File: config.mk
export PLATFORM = sky130hd
export DESIGN_NAME = bitpacked_string_decoder
export DESIGN_NICKNAME = d
export VERILOG_FILES = /design/src/bsd_pkg.sv /design/src/bsd_front.sv /design/src/bsd_rsp_queue.sv /design/src/bsd_engine.sv /design/src/bitpacked_string_decoder.sv
export SDC_FILE = /design/constraint.sdc
export NUM_CORES = 1
export LEC_CHECK = 0
export ABC_CLOCK_PERIOD_IN_PS = 14650
export BUFFER_PORTS_ARGS = -buffer_cell sky130_fd_sc_hd__clkbuf_2
export CORE_ASPECT_RATIO = 1.1
export CORE_MARGIN = 4
export CORE_UTILIZATION = 62
export CTS_CLUSTER_SIZE = 30
export DETAILED_ROUTE_END_ITERATION = 12
export GPL_TIMING_DRIVEN = 0
export HOLD_SLACK_MARGIN = 0.15
export PLACE_DENSITY = 0.79
export SLEW_MARGIN = 20
export SYNTH_ARGS = -nofsm -noshare
export SYNTH_HDL_FRONTEND = slang
export SYNTH_SLANG_ARGS = --single-unit
export TNS_END_PERCENT = 10
File: constraint.sdc
create_clock -name clock -period 14.65 [get_ports clock]
set_input_delay 0.7325 -clock clock [delete_from_list [all_inputs] [get_ports clock]]
set_output_delay 0.7325 -clock clock [all_outputs]
set_load 0.01 [all_outputs]
File: src/bsd_pkg.sv
`default_nettype none

package bsd_pkg;

   // Decode phases: which field the engine expects next
   localparam logic [2:0] PH_LEN     = 3'd0;
   localparam logic [2:0] PH_LEN8    = 3'd1;
   localparam logic [2:0] PH_CODE    = 3'd2;
   localparam logic [2:0] PH_LOOK_LO = 3'd3;
   localparam logic [2:0] PH_LOOK_HI = 3'd4;
   localparam logic [2:0] PH_ONCE    = 3'd5;
   localparam logic [2:0] PH_TOGGLE  = 3'd6;
   localparam logic [2:0] PH_RAW     = 3'd7;

   // Special codes of the 5-bit character field
   localparam logic [4:0] CODE_LOOK_LO = 5'd26;
   localparam logic [4:0] CODE_LOOK_HI = 5'd27;
   localparam logic [4:0] CODE_ONCE    = 5'd28;
   localparam logic [4:0] CODE_TOGGLE  = 5'd29;
   localparam logic [4:0] CODE_THIRTY  = 5'd30;
   localparam logic [4:0] CODE_RAW     = 5'd31;
   localparam logic [4:0] LEN_ESCAPE   = 5'd31;

   localparam logic [7:0] UPPER_BASE   = 8'h41;
   localparam logic [7:0] LOWER_OFFSET = 8'd32;

   // Results one byte may produce at most
   localparam logic [1:0] MAX_RESULTS = 2'd3;

   // Queue sizes
   localparam int FRONT_DEPTH = 4;
   localparam int FRONT_PTR_W = $clog2(FRONT_DEPTH);
   localparam int RSP_DEPTH   = 4;
   localparam int RSP_PTR_W   = $clog2(RSP_DEPTH);

   typedef struct packed {
      logic [7:0] char_code;
      logic       string_last;
      logic       empty_string;
   } rsp_type;

   // Fixed symbol table
   function automatic logic [7:0] sym_lookup(input logic [3:0] idx);
      logic [7:0] v;
      case (idx)
         4'd0:  v = 8'h30;
         4'd1:  v = 8'h31;
         4'd2:  v = 8'h32;
         4'd3:  v = 8'h33;
         4'd4:  v = 8'h34;
         4'd5:  v = 8'h35;
         4'd6:  v = 8'h36;
         4'd7:  v = 8'h37;
         4'd8:  v = 8'h38;
         4'd9:  v = 8'h39;
         4'd10: v = 8'h5f;
         4'd11: v = 8'h20;
         4'd12: v = 8'hff;
         4'd13: v = 8'h80;
         4'd14: v = 8'h22;
         4'd15: v = 8'h7b;
         default: v = 8'h00;
      endcase
      return v;
   endfunction

   // Letter in the given case; no range check on the field
   function automatic logic [7:0] letter(input logic [4:0] t, input logic upper);
      logic [7:0] v;
      v = {3'b000, t} + UPPER_BASE + (upper ? 8'd0 : LOWER_OFFSET);
      return v;
   endfunction

endpackage

`default_nettype wire

File: src/bsd_front.sv
`default_nettype none

module bsd_front (
   input  wire logic       clock,
   input  wire logic       reset,
   input  wire logic       push,
   input  wire logic [7:0] push_data,
   output logic            full,
   input  wire logic       pop,
   output logic [7:0]      pop_data,
   output logic            empty
);
   import bsd_pkg::*;

   logic [7:0]             mem_ff [FRONT_DEPTH];
   logic [FRONT_PTR_W-1:0] wr_ptr_ff, wr_ptr_in;
   logic [FRONT_PTR_W-1:0] rd_ptr_ff, rd_ptr_in;
   logic [FRONT_PTR_W:0]   count_ff, count_in;
   logic                   do_push, do_pop;

   // Byte queue flags and transfers
   assign full     = (count_ff == (FRONT_PTR_W+1)'(FRONT_DEPTH));
   assign empty    = (count_ff == '0);
   assign do_push  = push && !full;
   assign do_pop   = pop && !empty;
   assign pop_data = mem_ff[rd_ptr_ff];

   always_comb begin
      wr_ptr_in = do_push ? wr_ptr_ff + 1'b1 : wr_ptr_ff;
      rd_ptr_in = do_pop ? rd_ptr_ff + 1'b1 : rd_ptr_ff;
      count_in  = count_ff;
      if (do_push && !do_pop) begin
         count_in = count_ff + 1'b1;
      end else if (do_pop && !do_push) begin
         count_in = count_ff - 1'b1;
      end
   end

   always_ff @(posedge clock) begin
      if (reset) begin
         wr_ptr_ff <= '0;
         rd_ptr_ff <= '0;
         count_ff  <= '0;
      end else begin
         wr_ptr_ff <= wr_ptr_in;
         rd_ptr_ff <= rd_ptr_in;
         count_ff  <= count_in;
      end
   end

   // Storage
   always_ff @(posedge clock) begin
      if (do_push) begin
         mem_ff[wr_ptr_ff] <= push_data;
      end
   end

`ifndef NO_ASSERTIONS
   a_front_count_bound: assert property (@(posedge clock) disable iff (reset)
      count_ff <= (FRONT_PTR_W+1)'(FRONT_DEPTH))
      else $error("byte queue holds more than its depth");
`endif

endmodule

`default_nettype wire

File: src/bsd_rsp_queue.sv
`default_nettype none

module bsd_rsp_queue (
   input  wire logic             clock,
   input  wire logic             reset,
   input  wire logic             push,
   input  wire bsd_pkg::rsp_type push_data,
   output logic                  full,
   input  wire logic             pop,
   output bsd_pkg::rsp_type      pop_data,
   output logic                  empty
);
   import bsd_pkg::*;

   rsp_type              mem_ff [RSP_DEPTH];
   logic [RSP_PTR_W-1:0] wr_ptr_ff, wr_ptr_in;
   logic [RSP_PTR_W-1:0] rd_ptr_ff, rd_ptr_in;
   logic [RSP_PTR_W:0]   count_ff, count_in;
   logic                 do_push, do_pop;

   // Result queue flags and transfers
   assign full     = (count_ff == (RSP_PTR_W+1)'(RSP_DEPTH));
   assign empty    = (count_ff == '0);
   assign do_push  = push && !full;
   assign do_pop   = pop && !empty;
   assign pop_data = mem_ff[rd_ptr_ff];

   always_comb begin
      wr_ptr_in = do_push ? wr_ptr_ff + 1'b1 : wr_ptr_ff;
      rd_ptr_in = do_pop ? rd_ptr_ff + 1'b1 : rd_ptr_ff;
      count_in  = count_ff;
      if (do_push && !do_pop) begin
         count_in = count_ff + 1'b1;
      end else if (do_pop && !do_push) begin
         count_in = count_ff - 1'b1;
      end
   end

   always_ff @(posedge clock) begin
      if (reset) begin
         wr_ptr_ff <= '0;
         rd_ptr_ff <= '0;
         count_ff  <= '0;
      end else begin
         wr_ptr_ff <= wr_ptr_in;
         rd_ptr_ff <= rd_ptr_in;
         count_ff  <= count_in;
      end
   end

   // Storage
   always_ff @(posedge clock) begin
      if (do_push) begin
         mem_ff[wr_ptr_ff] <= push_data;
      end
   end

`ifndef NO_ASSERTIONS
   a_rsp_no_overflow: assert property (@(posedge clock) disable iff (reset)
      push |-> !full)
      else $error("decode engine wrote a result into a full queue");
`endif

endmodule

`default_nettype wire

File: src/bsd_engine.sv
`default_nettype none

module bsd_engine (
   input  wire logic        clock,
   input  wire logic        reset,
   input  wire logic        in_empty,
   input  wire logic [7:0]  in_data,
   output logic             in_pop,
   input  wire logic        rsp_full,
   output logic             rsp_push,
   output bsd_pkg::rsp_type rsp_data
);
   import bsd_pkg::*;

   logic [14:0] buf_ff, buf_in;
   logic [3:0]  count_ff, count_in;
   logic [2:0]  phase_ff, phase_in;
   logic        upper_ff, upper_in;
   logic [7:0]  rem_ff, rem_in;
   logic        busy_ff, busy_in;
   logic [1:0]  out_cnt_ff, out_cnt_in;

   logic [3:0]  need;
   logic [7:0]  mask;
   logic [3:0]  shift;
   logic [14:0] shifted;
   logic [7:0]  t;
   logic        avail, can, fire, done, load;
   logic        emit;
   logic [7:0]  ch;
   logic        empty_str;
   logic [7:0]  rem_dec;
   logic [2:0]  dec_phase;
   logic        dec_upper;
   logic [7:0]  dec_rem;

   // Field extraction from the bit buffer
   always_comb begin
      case (phase_ff)
         PH_LEN8, PH_RAW: begin
            need = 4'd8;
            mask = 8'hff;
         end
         PH_LOOK_LO, PH_LOOK_HI: begin
            need = 4'd3;
            mask = 8'h07;
         end
         default: begin
            need = 4'd5;
            mask = 8'h1f;
         end
      endcase
   end

   assign avail   = (count_ff >= need);
   assign shift   = count_ff - need;
   assign shifted = buf_ff >> shift;
   assign t       = shifted[7:0] & mask;
   assign rem_dec = rem_ff - 8'd1;

   // Decode of one field
   always_comb begin
      emit      = 1'b0;
      ch        = 8'd0;
      empty_str = 1'b0;
      dec_phase = phase_ff;
      dec_upper = upper_ff;
      dec_rem   = rem_ff;
      case (phase_ff)
         PH_LEN, PH_LEN8: begin
            if (phase_ff == PH_LEN && t[4:0] == LEN_ESCAPE) begin
               dec_phase = PH_LEN8;
            end else if (t == 8'd0) begin
               emit      = 1'b1;
               empty_str = 1'b1;
               dec_phase = PH_LEN;
            end else begin
               dec_rem   = t;
               dec_upper = 1'b0;
               dec_phase = PH_CODE;
            end
         end
         PH_CODE: begin
            if (t[4:0] < CODE_LOOK_LO) begin
               emit = 1'b1;
               ch   = letter(t[4:0], upper_ff);
            end else if (t[4:0] == CODE_LOOK_LO) begin
               dec_phase = PH_LOOK_LO;
            end else if (t[4:0] == CODE_LOOK_HI) begin
               dec_phase = PH_LOOK_HI;
            end else if (t[4:0] == CODE_ONCE) begin
               dec_phase = PH_ONCE;
            end else if (t[4:0] == CODE_TOGGLE) begin
               dec_phase = PH_TOGGLE;
            end else if (t[4:0] == CODE_THIRTY) begin
               emit = 1'b1;
               ch   = {3'b000, CODE_THIRTY};
            end else begin
               dec_phase = PH_RAW;
            end
         end
         PH_LOOK_LO: begin
            emit = 1'b1;
            ch   = sym_lookup({1'b0, t[2:0]});
         end
         PH_LOOK_HI: begin
            emit = 1'b1;
            ch   = sym_lookup({1'b1, t[2:0]});
         end
         PH_ONCE: begin
            emit = 1'b1;
            ch   = letter(t[4:0], ~upper_ff);
         end
         PH_TOGGLE: begin
            emit      = 1'b1;
            dec_upper = ~upper_ff;
            ch        = letter(t[4:0], ~upper_ff);
         end
         default: begin
            emit = 1'b1;
            ch   = t;
         end
      endcase
      // A character ends the string when the count runs out
      if (emit && !empty_str) begin
         dec_rem   = rem_dec;
         dec_phase = (rem_dec == 8'd0) ? PH_LEN : PH_CODE;
      end
   end

   assign rsp_data.char_code    = ch;
   assign rsp_data.string_last  = empty_str || (rem_dec == 8'd0);
   assign rsp_data.empty_string = empty_str;

   // Step control: one field a cycle unless a result meets a full queue; at most three results per byte
   assign can      = (out_cnt_ff != MAX_RESULTS) && avail;
   assign fire     = busy_ff && can && (!emit || !rsp_full);
   assign done     = busy_ff && !can;
   assign load     = (!busy_ff || done) && !in_empty;
   assign in_pop   = load;
   assign rsp_push = fire && emit;

   always_comb begin
      buf_in     = buf_ff;
      count_in   = count_ff;
      phase_in   = phase_ff;
      upper_in   = upper_ff;
      rem_in     = rem_ff;
      out_cnt_in = out_cnt_ff;
      busy_in    = busy_ff;
      if (load) begin
         buf_in     = {buf_ff[6:0], in_data};
         count_in   = (count_ff > 4'd7) ? 4'd15 : count_ff + 4'd8;
         out_cnt_in = 2'd0;
         busy_in    = 1'b1;
      end else if (done) begin
         busy_in = 1'b0;
      end else if (fire) begin
         count_in   = shift;
         phase_in   = dec_phase;
         upper_in   = dec_upper;
         rem_in     = dec_rem;
         out_cnt_in = out_cnt_ff + {1'b0, emit};
      end
   end

   always_ff @(posedge clock) begin
      if (reset) begin
         buf_ff     <= '0;
         count_ff   <= '0;
         phase_ff   <= PH_LEN;
         upper_ff   <= 1'b0;
         rem_ff     <= '0;
         out_cnt_ff <= '0;
         busy_ff    <= 1'b0;
      end else begin
         buf_ff     <= buf_in;
         count_ff   <= count_in;
         phase_ff   <= phase_in;
         upper_ff   <= upper_in;
         rem_ff     <= rem_in;
         out_cnt_ff <= out_cnt_in;
         busy_ff    <= busy_in;
      end
   end

`ifndef NO_ASSERTIONS
   a_cap_ends_byte: assert property (@(posedge clock) disable iff (reset)
      busy_ff && out_cnt_ff == MAX_RESULTS && in_empty |=> !busy_ff)
      else $error("engine kept working after three results");
   a_empty_string_form: assert property (@(posedge clock) disable iff (reset)
      rsp_push && rsp_data.empty_string |->
         rsp_data.string_last && rsp_data.char_code == 8'd0)
      else $error("empty string result malformed");
   a_start_after_pop: assert property (@(posedge clock) disable iff (reset)
      $rose(busy_ff) |-> $past(in_pop))
      else $error("engine started without taking a byte");
`endif

endmodule

`default_nettype wire

File: src/bitpacked_string_decoder.sv
// Bit-packed string decoder.
// Input channel: a queue-like port. A byte of the packed stream is
// transferred on a rising edge with push high and full low; bytes are read
// most significant bit first as one continuous bit stream.
// Result channel: also queue-like. While empty is low the oldest decoded
// character sits on rsp_char_code / rsp_string_last / rsp_empty_string and
// is transferred on a rising edge with pop high.
// A result is visible once the byte that completes it has moved from the
// byte queue into the engine's bit buffer and been decoded into the result
// queue. The decode engine loads a byte, then completes its fields (length,
// code, index or raw byte) one at a time, and takes the next byte only
// after the current one; a four-entry byte queue in front absorbs bursts.
// A byte yields at most three results; leftover bits wait for the next byte.
// Reset (synchronous, active high) empties both queues and returns the
// decoder to expecting a string length with an empty bit buffer.
// When the receiver stalls, the four-entry result queue fills, the engine
// holds on its next character and full rises once the byte queue fills.
`default_nettype none

module bitpacked_string_decoder (
   input  wire logic       clock,
   input  wire logic       reset,
   input  wire logic       push,
   output logic            full,
   input  wire logic [7:0] req_packed_byte,
   output logic            empty,
   input  wire logic       pop,
   output logic [7:0]      rsp_char_code,
   output logic            rsp_string_last,
   output logic            rsp_empty_string
);
   import bsd_pkg::*;

   logic       in_empty;
   logic [7:0] in_data;
   logic       in_pop;
   logic       rsp_full;
   logic       rsp_push;
   rsp_type    rsp_wdata;
   rsp_type    rsp_rdata;

   // Front: byte queue
   bsd_front u_front (
      .clock     (clock),
      .reset     (reset),
      .push      (push),
      .push_data (req_packed_byte),
      .full      (full),
      .pop       (in_pop),
      .pop_data  (in_data),
      .empty     (in_empty)
   );

   // Back: field decode engine
   bsd_engine u_engine (
      .clock    (clock),
      .reset    (reset),
      .in_empty (in_empty),
      .in_data  (in_data),
      .in_pop   (in_pop),
      .rsp_full (rsp_full),
      .rsp_push (rsp_push),
      .rsp_data (rsp_wdata)
   );

   // Result queue
   bsd_rsp_queue u_rsp_queue (
      .clock     (clock),
      .reset     (reset),
      .push      (rsp_push),
      .push_data (rsp_wdata),
      .full      (rsp_full),
      .pop       (pop),
      .pop_data  (rsp_rdata),
      .empty     (empty)
   );

   assign rsp_char_code    = rsp_rdata.char_code;
   assign rsp_string_last  = rsp_rdata.string_last;
   assign rsp_empty_string = rsp_rdata.empty_string;

endmodule

`default_nettype wire

### Word level (Yosys, flattened, before mapping)

Memory sizes are Yosys's and may differ from the RTL's. A register that Yosys moved wholly into a read port is not among the register bits.
Cells that the tools add are included.
Widths: inputs -> output; s select.

* equality and inequality tests: 30
* mux-type cells: 56
* div/mod/pow operators: 0
* magnitude comparators: 3
* reduce and logical (&&, ||, !) cells: 54
* shift-type cells: 1
* multipliers: 0
* add/subtract/negate cells: 15
* bitwise operators: 4

Operators by type and width (count)
* $mux 8: 9
* $pmux 8 s8: 1
* $pmux 8 s5: 1
* $mux 3: 12
* $eq 3x3->1 const B: 10
* $eq 5x5->1 const B: 6
* $reduce_and 6->1: 3
* $mux 1: 17
* $add 8x8->8: 2
* $logic_and 1x1->1: 16
* $logic_not 8->1: 2
* $mux 4: 4
* $pmux 8 s2: 1
* $shr 15x4->8: 1
* $eq 3x2->1 const B: 4
* $logic_not 1->1: 12
* $logic_not 3->1: 4
* $mux 6: 2
* $ne 2x2->1 const B: 6
* $reduce_bool 2->1: 6
* $reduce_or 2->1: 5
* $add 2x1->2 const B: 4
* $add 5x7->8 const B: 1
* $and 8x8->8: 1
* other kinds (21): 33

* bits in registers: 48
* logic and storage cells: 179
* memories kept: 3
* memory bits (read-only): 24
* output and inout port bits: 12
* bits in latches: 0
* input bits: 12
* memory bits (writable): 72

Memories
* u_rsp_queue.mem_ff: words 4, bits a word 10, rd ports 1, clocked after Yosys merged registers in 1, wr ports 1, RTL line bsd_rsp_queue.sv:15 `rsp_type mem_ff [RSP_DEPTH];`
* u_front.mem_ff: words 4, bits a word 8, rd ports 1, clocked after Yosys merged registers in 1, wr ports 1, RTL line bsd_front.sv:15 `logic [7:0] mem_ff [FRONT_DEPTH];`
* (name not given): words 8, bits a word 3, rd ports 1, clocked after Yosys merged registers in 0, wr ports 0, RTL line bsd_pkg.sv:45 `case (idx)`

### Longest topological paths before layout

* word-level depth: 23
* mapped depth: 27
* gate-level depth less buffers: 25

### Cells and area by module

A second synthesis with hierarchy kept.

* cells, all modules: 595
* area, all modules: 6856.6 um2

Modules (own cells, without submodules)
* bsd_engine: instances 1, area each 3326.9 um2, sequential area each 680.7 um2, cells each 405
* bsd_rsp_queue: instances 1, area each 1909.3 um2, sequential area each 1381.3 um2, cells each 100
* bsd_front: instances 1, area each 1620.3 um2, sequential area each 1141.1 um2, cells each 90

### Worst setup path before layout

Ideal clock, no wire load.

* path kind: reg2reg
* start: register u_engine.phase_ff[0]
* end: register u_rsp_queue.count_ff[2]
* setup slack: 9.396 ns
* arrival time: 5.182 ns
* path buffers: 2
* stages on the path, launching flop included: 22
* data required time: 14.578 ns
* clock period less this slack: 5.254 ns
* library setup time: 0.072 ns
* cell sequence: dfxtp_1 > nand2_1 > o22ai_1 > inv_1 > fa_1 > buf_2 > clkinv_1 > mux2_2 > mux4_2 > inv_1 > ha_1 > nor3b_1 > nand2_1 > a31oi_1 > o211a_1 > buf_2 > ha_1 > inv_1 > fa_1 > xor2_1 > or3_1 > a21oi_1

* word-level cells in the longest chain between the ends: 22
* elaborated cells between the ends (all ways): 45
* classes of those cells: add/sub (1); order compare (2); eq/ne (11); shift (1); mux (12); bitwise (1); reduce/logical (17)

RTL lines
* from (decl): RTL line bsd_engine.sv:17 `logic [2:0] phase_ff, phase_in;`
* from (signal assigned): RTL line bsd_engine.sv:179 `phase_ff <= phase_in;`
* $eq 3x2->1, or another cell as far along: RTL line bsd_engine.sv:39 `case (phase_ff)`
* $reduce_or 2->1: RTL line bsd_engine.sv:39
* $pmux 4 s2: RTL line bsd_engine.sv:39
* $sub 4x4->4: RTL line bsd_engine.sv:56 `assign shift = count_ff - need;`
* $shr 15x4->8: RTL line bsd_engine.sv:57 `assign shifted = buf_ff >> shift;`
* $and 8x8->8: RTL line bsd_engine.sv:58 `assign t = shifted[7:0] & mask;`
* $eq 5x5->1: RTL line bsd_engine.sv:95 `end else if (t[4:0] == CODE_THIRTY) begin`
* $mux 1: RTL line bsd_engine.sv:95
* [7 not listed]
* $logic_or 1x1->1: RTL line bsd_engine.sv:137 `assign fire = busy_ff && can && (!emit || !rsp_full);`
* $logic_and 1x1->1: RTL line bsd_engine.sv:137
* $logic_and 1x1->1 *: RTL line bsd_engine.sv:141 `assign rsp_push = fire && emit;`
* $logic_and 1x1->1 *: RTL line bsd_rsp_queue.sv:24 `assign do_push = push && !full;`
* net u_rsp_queue.do_push: RTL line bsd_rsp_queue.sv:19 `logic do_push, do_pop;`
* $logic_not 1->1: RTL line bsd_rsp_queue.sv:34 `end else if (do_pop && !do_push) begin`
* $logic_and 1x1->1: RTL line bsd_rsp_queue.sv:34
* $reduce_bool 2->1 (no source line)
* to (signal assigned): RTL line bsd_rsp_queue.sv:47 `count_ff <= count_in;`
* to (decl): RTL line bsd_rsp_queue.sv:18 `logic [RSP_PTR_W:0] count_ff, count_in;`

The timed path passes the listed nets; every way through them passes the cells marked *.
A chain may end at the register's enable or synchronous reset.

### Final worst setup path

Ends and elaborated chain as after synthesis.

==> impl_metrics.ini <==
[worst_setup_path]
worstRegToRegCells = 23
cp_cell_sequence = nand2_1, o22ai_1, inv_1, fa_1, buf_2, clkbuf_1, a211oi_1, a211oi_1, a21oi_1, o21ai_1, inv_1, ha_1, nor3b_1, nand2_1, a31oi_1, o211a_1, buf_2, ha_1, inv_1, fa_1, xor2_1, or3_1, a21oi_1
worst_path_most_repeated_cell = inv_1
end_kind = register
worstSetupPathType = register to register
r2r_start = u_engine.phase_ff[0]
arrival_ps = 7100
cp-start-kind = register
cp-startpoint = u_engine.phase_ff[0]
slowest_delay_ps = 650
cp.required_ps = 14990
crit_slowest_cell = o21ai_1
cp_max_fo = 10

[drt]
drtPass1Iterations = 5
drt.antenna.violating_nets = 0
first_iter_violations = 376
wl_um = 15500
avgRoutedWirePerCell_um = 19.5
vias = 4954
vias_per_cell = 6.22
drcViolationCount = 0

[timing]
fmax_ghz = 0.148
setup_tns_ps = 0
min_period_ps = 6760
tightestPinTransition_ps = 994
finalClockSkew_ps = 8.10
hold-worst-slack_ps = 488
period_share_pct = 46.1
rsz0062_at_grt = no
slew_viol_final = 0
hold_viol = 0
finalSetupViolCount = 0
worst_slack_ps = 7890
relSlewSlack_pct = 32.9

[logic_synthesis]
dominantRegCellSynth = edfxtp_1
yosysSeqAreaShare_pct = 47.4
yosys_register_bits = 122
yosysWarnings = 0
synth-edff-count = 72
netlist_area_um2 = 6680
synth.distinct_cells = 71
syn_avg_cell_area_um2 = 11.1
syn_nets = 642
async_flop_share_pct = 0
netlist_instances = 600

[final_layout]
fillerInstances = 740
final_core_util_pct = 72.5
syn2layout_area_growth_pct = 13.3
drive_above_1_share_pct = 17.7
diodes = 0
final_nets = 683
final_cells = 797

[global_routing]
grt_pass1_vias = 5084
antenna_found_initial = 0
grt.total_usage_pct = 26.4
grt_pass1_wl_um = 25200
grt_max_degree = 17
grt_overflow = 0

[clock_tree]
path_clk_slew_ps = 60
cts_buffer_depth = 2
cts_setup_buffers = 0
cts_resized = 0
h-tree-depth = 4
cts_root_buf = clkbuf_16
cts_tree = built
clock_sinks = 122
cts_buffers = 17
clock_latency_ps = 410
postCtsHoldBufs = 0

[floorplan]
die_area_um2 = 12500
io_pins = 24
coreArea_um2 = 10400
num_rows = 39
die_h_um = 117
fp.dieW_um = 107
initial_core_util_pct = 63.9

[run]
drv_cap = 0

[place]
place_ws_ps = 8030
gp_congestion = 0.901
dpl.cell_count = 765
hpwl_um = 10800
port_buffers = 22

[min_path]
holdCritPathClass = register to register
whs_path_depth = 2
hp-start = u_engine.buf_ff[2]

[outcome]
run_status = complete, no violations

[power]
p_per_area_nw_per_um2 = 246
power.leakage_nw = 2.76
ir_worst_vdd_uv = 158
[worst max-delay path: cells and delay by family (launching register included)]
family / cells / cell delay [ps]
xor gates and xnor gates: 1 / 160
and+or+nand+nor: 4 / 900
DFF: 1 / 440
buffers and inverters: 6 / 1350
adders and majority gates: 4 / 1450
AOI/OAI and AO/OA: 8 / 2390
[cells in the mapped netlist (3+ instances only)]
| master | n | area, µm² |
|---|---|---|
| a211oi_1 | 6 | 45.0 |
| a21boi_0 | 3 | 22.5 |
| a21o_1 | 6 | 45.0 |
| a21oi_1 | 41 | 205 |
| a311oi_1 | 6 | 52.6 |
| a31oi_1 | 6 | 37.5 |
| a32oi_1 | 3 | 26.3 |
| and2_1 | 12 | 75.1 |
| and3_1 | 4 | 25.0 |
| buf_1 | 6 | 22.5 |
| buf_2 | 5 | 25.0 |
| buf_6 | 5 | 56.3 |
| clkbuf_1 | 14 | 52.6 |
| dfxtp_1 | 50 | 1000 |
| edfxtp_1 | 72 | 2160 |
| fa_1 | 4 | 80.1 |
| ha_1 | 26 | 325 |
| inv_1 | 25 | 93.8 |
| mux2_2 | 9 | 101 |
| mux2i_1 | 14 | 140 |
| mux4_2 | 26 | 586 |
| nand2_1 | 68 | 255 |
| nand2b_1 | 5 | 31.3 |
| nand3b_1 | 3 | 22.5 |
| nand4_1 | 5 | 31.3 |
| nor2_1 | 48 | 180 |
| nor2b_1 | 4 | 25.0 |
| nor3_1 | 15 | 75.1 |
| nor3b_1 | 3 | 22.5 |
| nor4_1 | 5 | 31.3 |
| o2111a_1 | 3 | 33.8 |
| o211ai_1 | 3 | 22.5 |
| o21a_1 | 3 | 22.5 |
| o21ai_0 | 23 | 115 |
| o21ai_1 | 4 | 20.0 |
| o311ai_0 | 3 | 26.3 |
| or3_1 | 6 | 37.5 |
| xnor2_1 | 6 | 52.6 |
| xor2_1 | 8 | 70.1 |
[where the power goes]
group          internal [mW]  switching [mW]
registers              0.447          0.0499
logic                  0.352           0.593
clock network          0.268           0.153
total                   1.07           0.796
[cell families after synthesis]
| family | synth area share, % |
|---|---|
| multiplexers | 12.8 |
| adder cells (fa/ha/maj) | 6.07 |
| flip-flops | 47.4 |
| AND/OR/NAND/NOR | 13.6 |
| XOR/XNOR | 1.84 |
| buffers and inverters | 4.16 |
| AO/OA/AOI/OAI | 14.2 |
[cells in the final DEF, fill, tap and decap left out, types with 8 or more instances in the layout]
| cell | Yosys | routed |
|---|---|---|
| dfxtp_1 | 50 | 50 |
| inv_1 | 25 | 25 |
| mux2_2 | 9 | 9 |
| mux2i_1 | 14 | 14 |
| clkbuf_1 | 14 | 15 |
| clkbuf_16 | 0 | 17 |
| a21oi_1 | 41 | 41 |
| xor2_1 | 8 | 8 |
| ha_1 | 26 | 26 |
| edfxtp_1 | 72 | 72 |
| nor3_1 | 15 | 15 |
| clkbuf_2 | 0 | 22 |
| nand2_1 | 68 | 68 |
| mux4_2 | 26 | 26 |
| o21ai_0 | 23 | 23 |
| and2_1 | 12 | 12 |
| nor2_1 | 48 | 48 |
[path summary, 6_finish.rpt]
path / end / slack [ps]
setup / recovery: u_rsp_queue.count_ff[2] / 7890
hold / removal: u_engine.buf_ff[10] / 490
setup reg to reg: u_rsp_queue.count_ff[2] / 7890
hold reg to reg: u_engine.buf_ff[10] / 490
[final cells by class]
| type | count | area [µm²] | share of cell area (%) |
|---|---|---|---|
| inverters | 29 | 121 | 1.60 |
| well taps | 143 | 179 | 2.36 |
| clock inverters | 14 | 171 | 2.27 |
| flip-flops and latches | 122 | 3160 | 41.8 |
| repair buffers | 22 | 110 | 1.46 |
| multi-input cells | 419 | 3240 | 42.8 |
| plain buffers | 30 | 156 | 2.07 |
| clock buffers | 18 | 429 | 5.67 |
[flip-flops by register name (all words and copies together), names as in the netlist, named ones only]
signal	flops
u_engine.buf_ff	15
u_engine.count_ff	4
u_rsp_queue.wr_ptr_ff	2
u_engine.phase_ff	3
u_rsp_queue.mem_ff	40
u_engine.out_cnt_ff	2
u_rsp_queue.rd_ptr_ff	2
u_front.mem_ff	32
u_front.wr_ptr_ff	2
u_engine.rem_ff	8
u_engine.busy_ff	1
u_engine.upper_ff	1
u_rsp_queue.count_ff	3
u_front.count_ff	3
u_front.rd_ptr_ff	2
[metrics by stage]
stage / area [µm²] / power [mW]
final: 7570 / 1.86
after global routing: 7570 / 1.98
after CTS: 7570 / 1.85
after detailed placement: 6970 / 1.42
after global placement: 6970 / 1.39
after floorplan: 6680 / 1.19
[routing by layer]
metal  vias to the layer above  track usage, %  routed length (µm)
met2                       174            47.0                7910
met1                      2408            30.2                6270
li1                       2319               -                   -
met3                        53            5.65                 769
met5                         -               0                   0
met4                         0            13.7                 581
(Power assumes the default switching activity.)
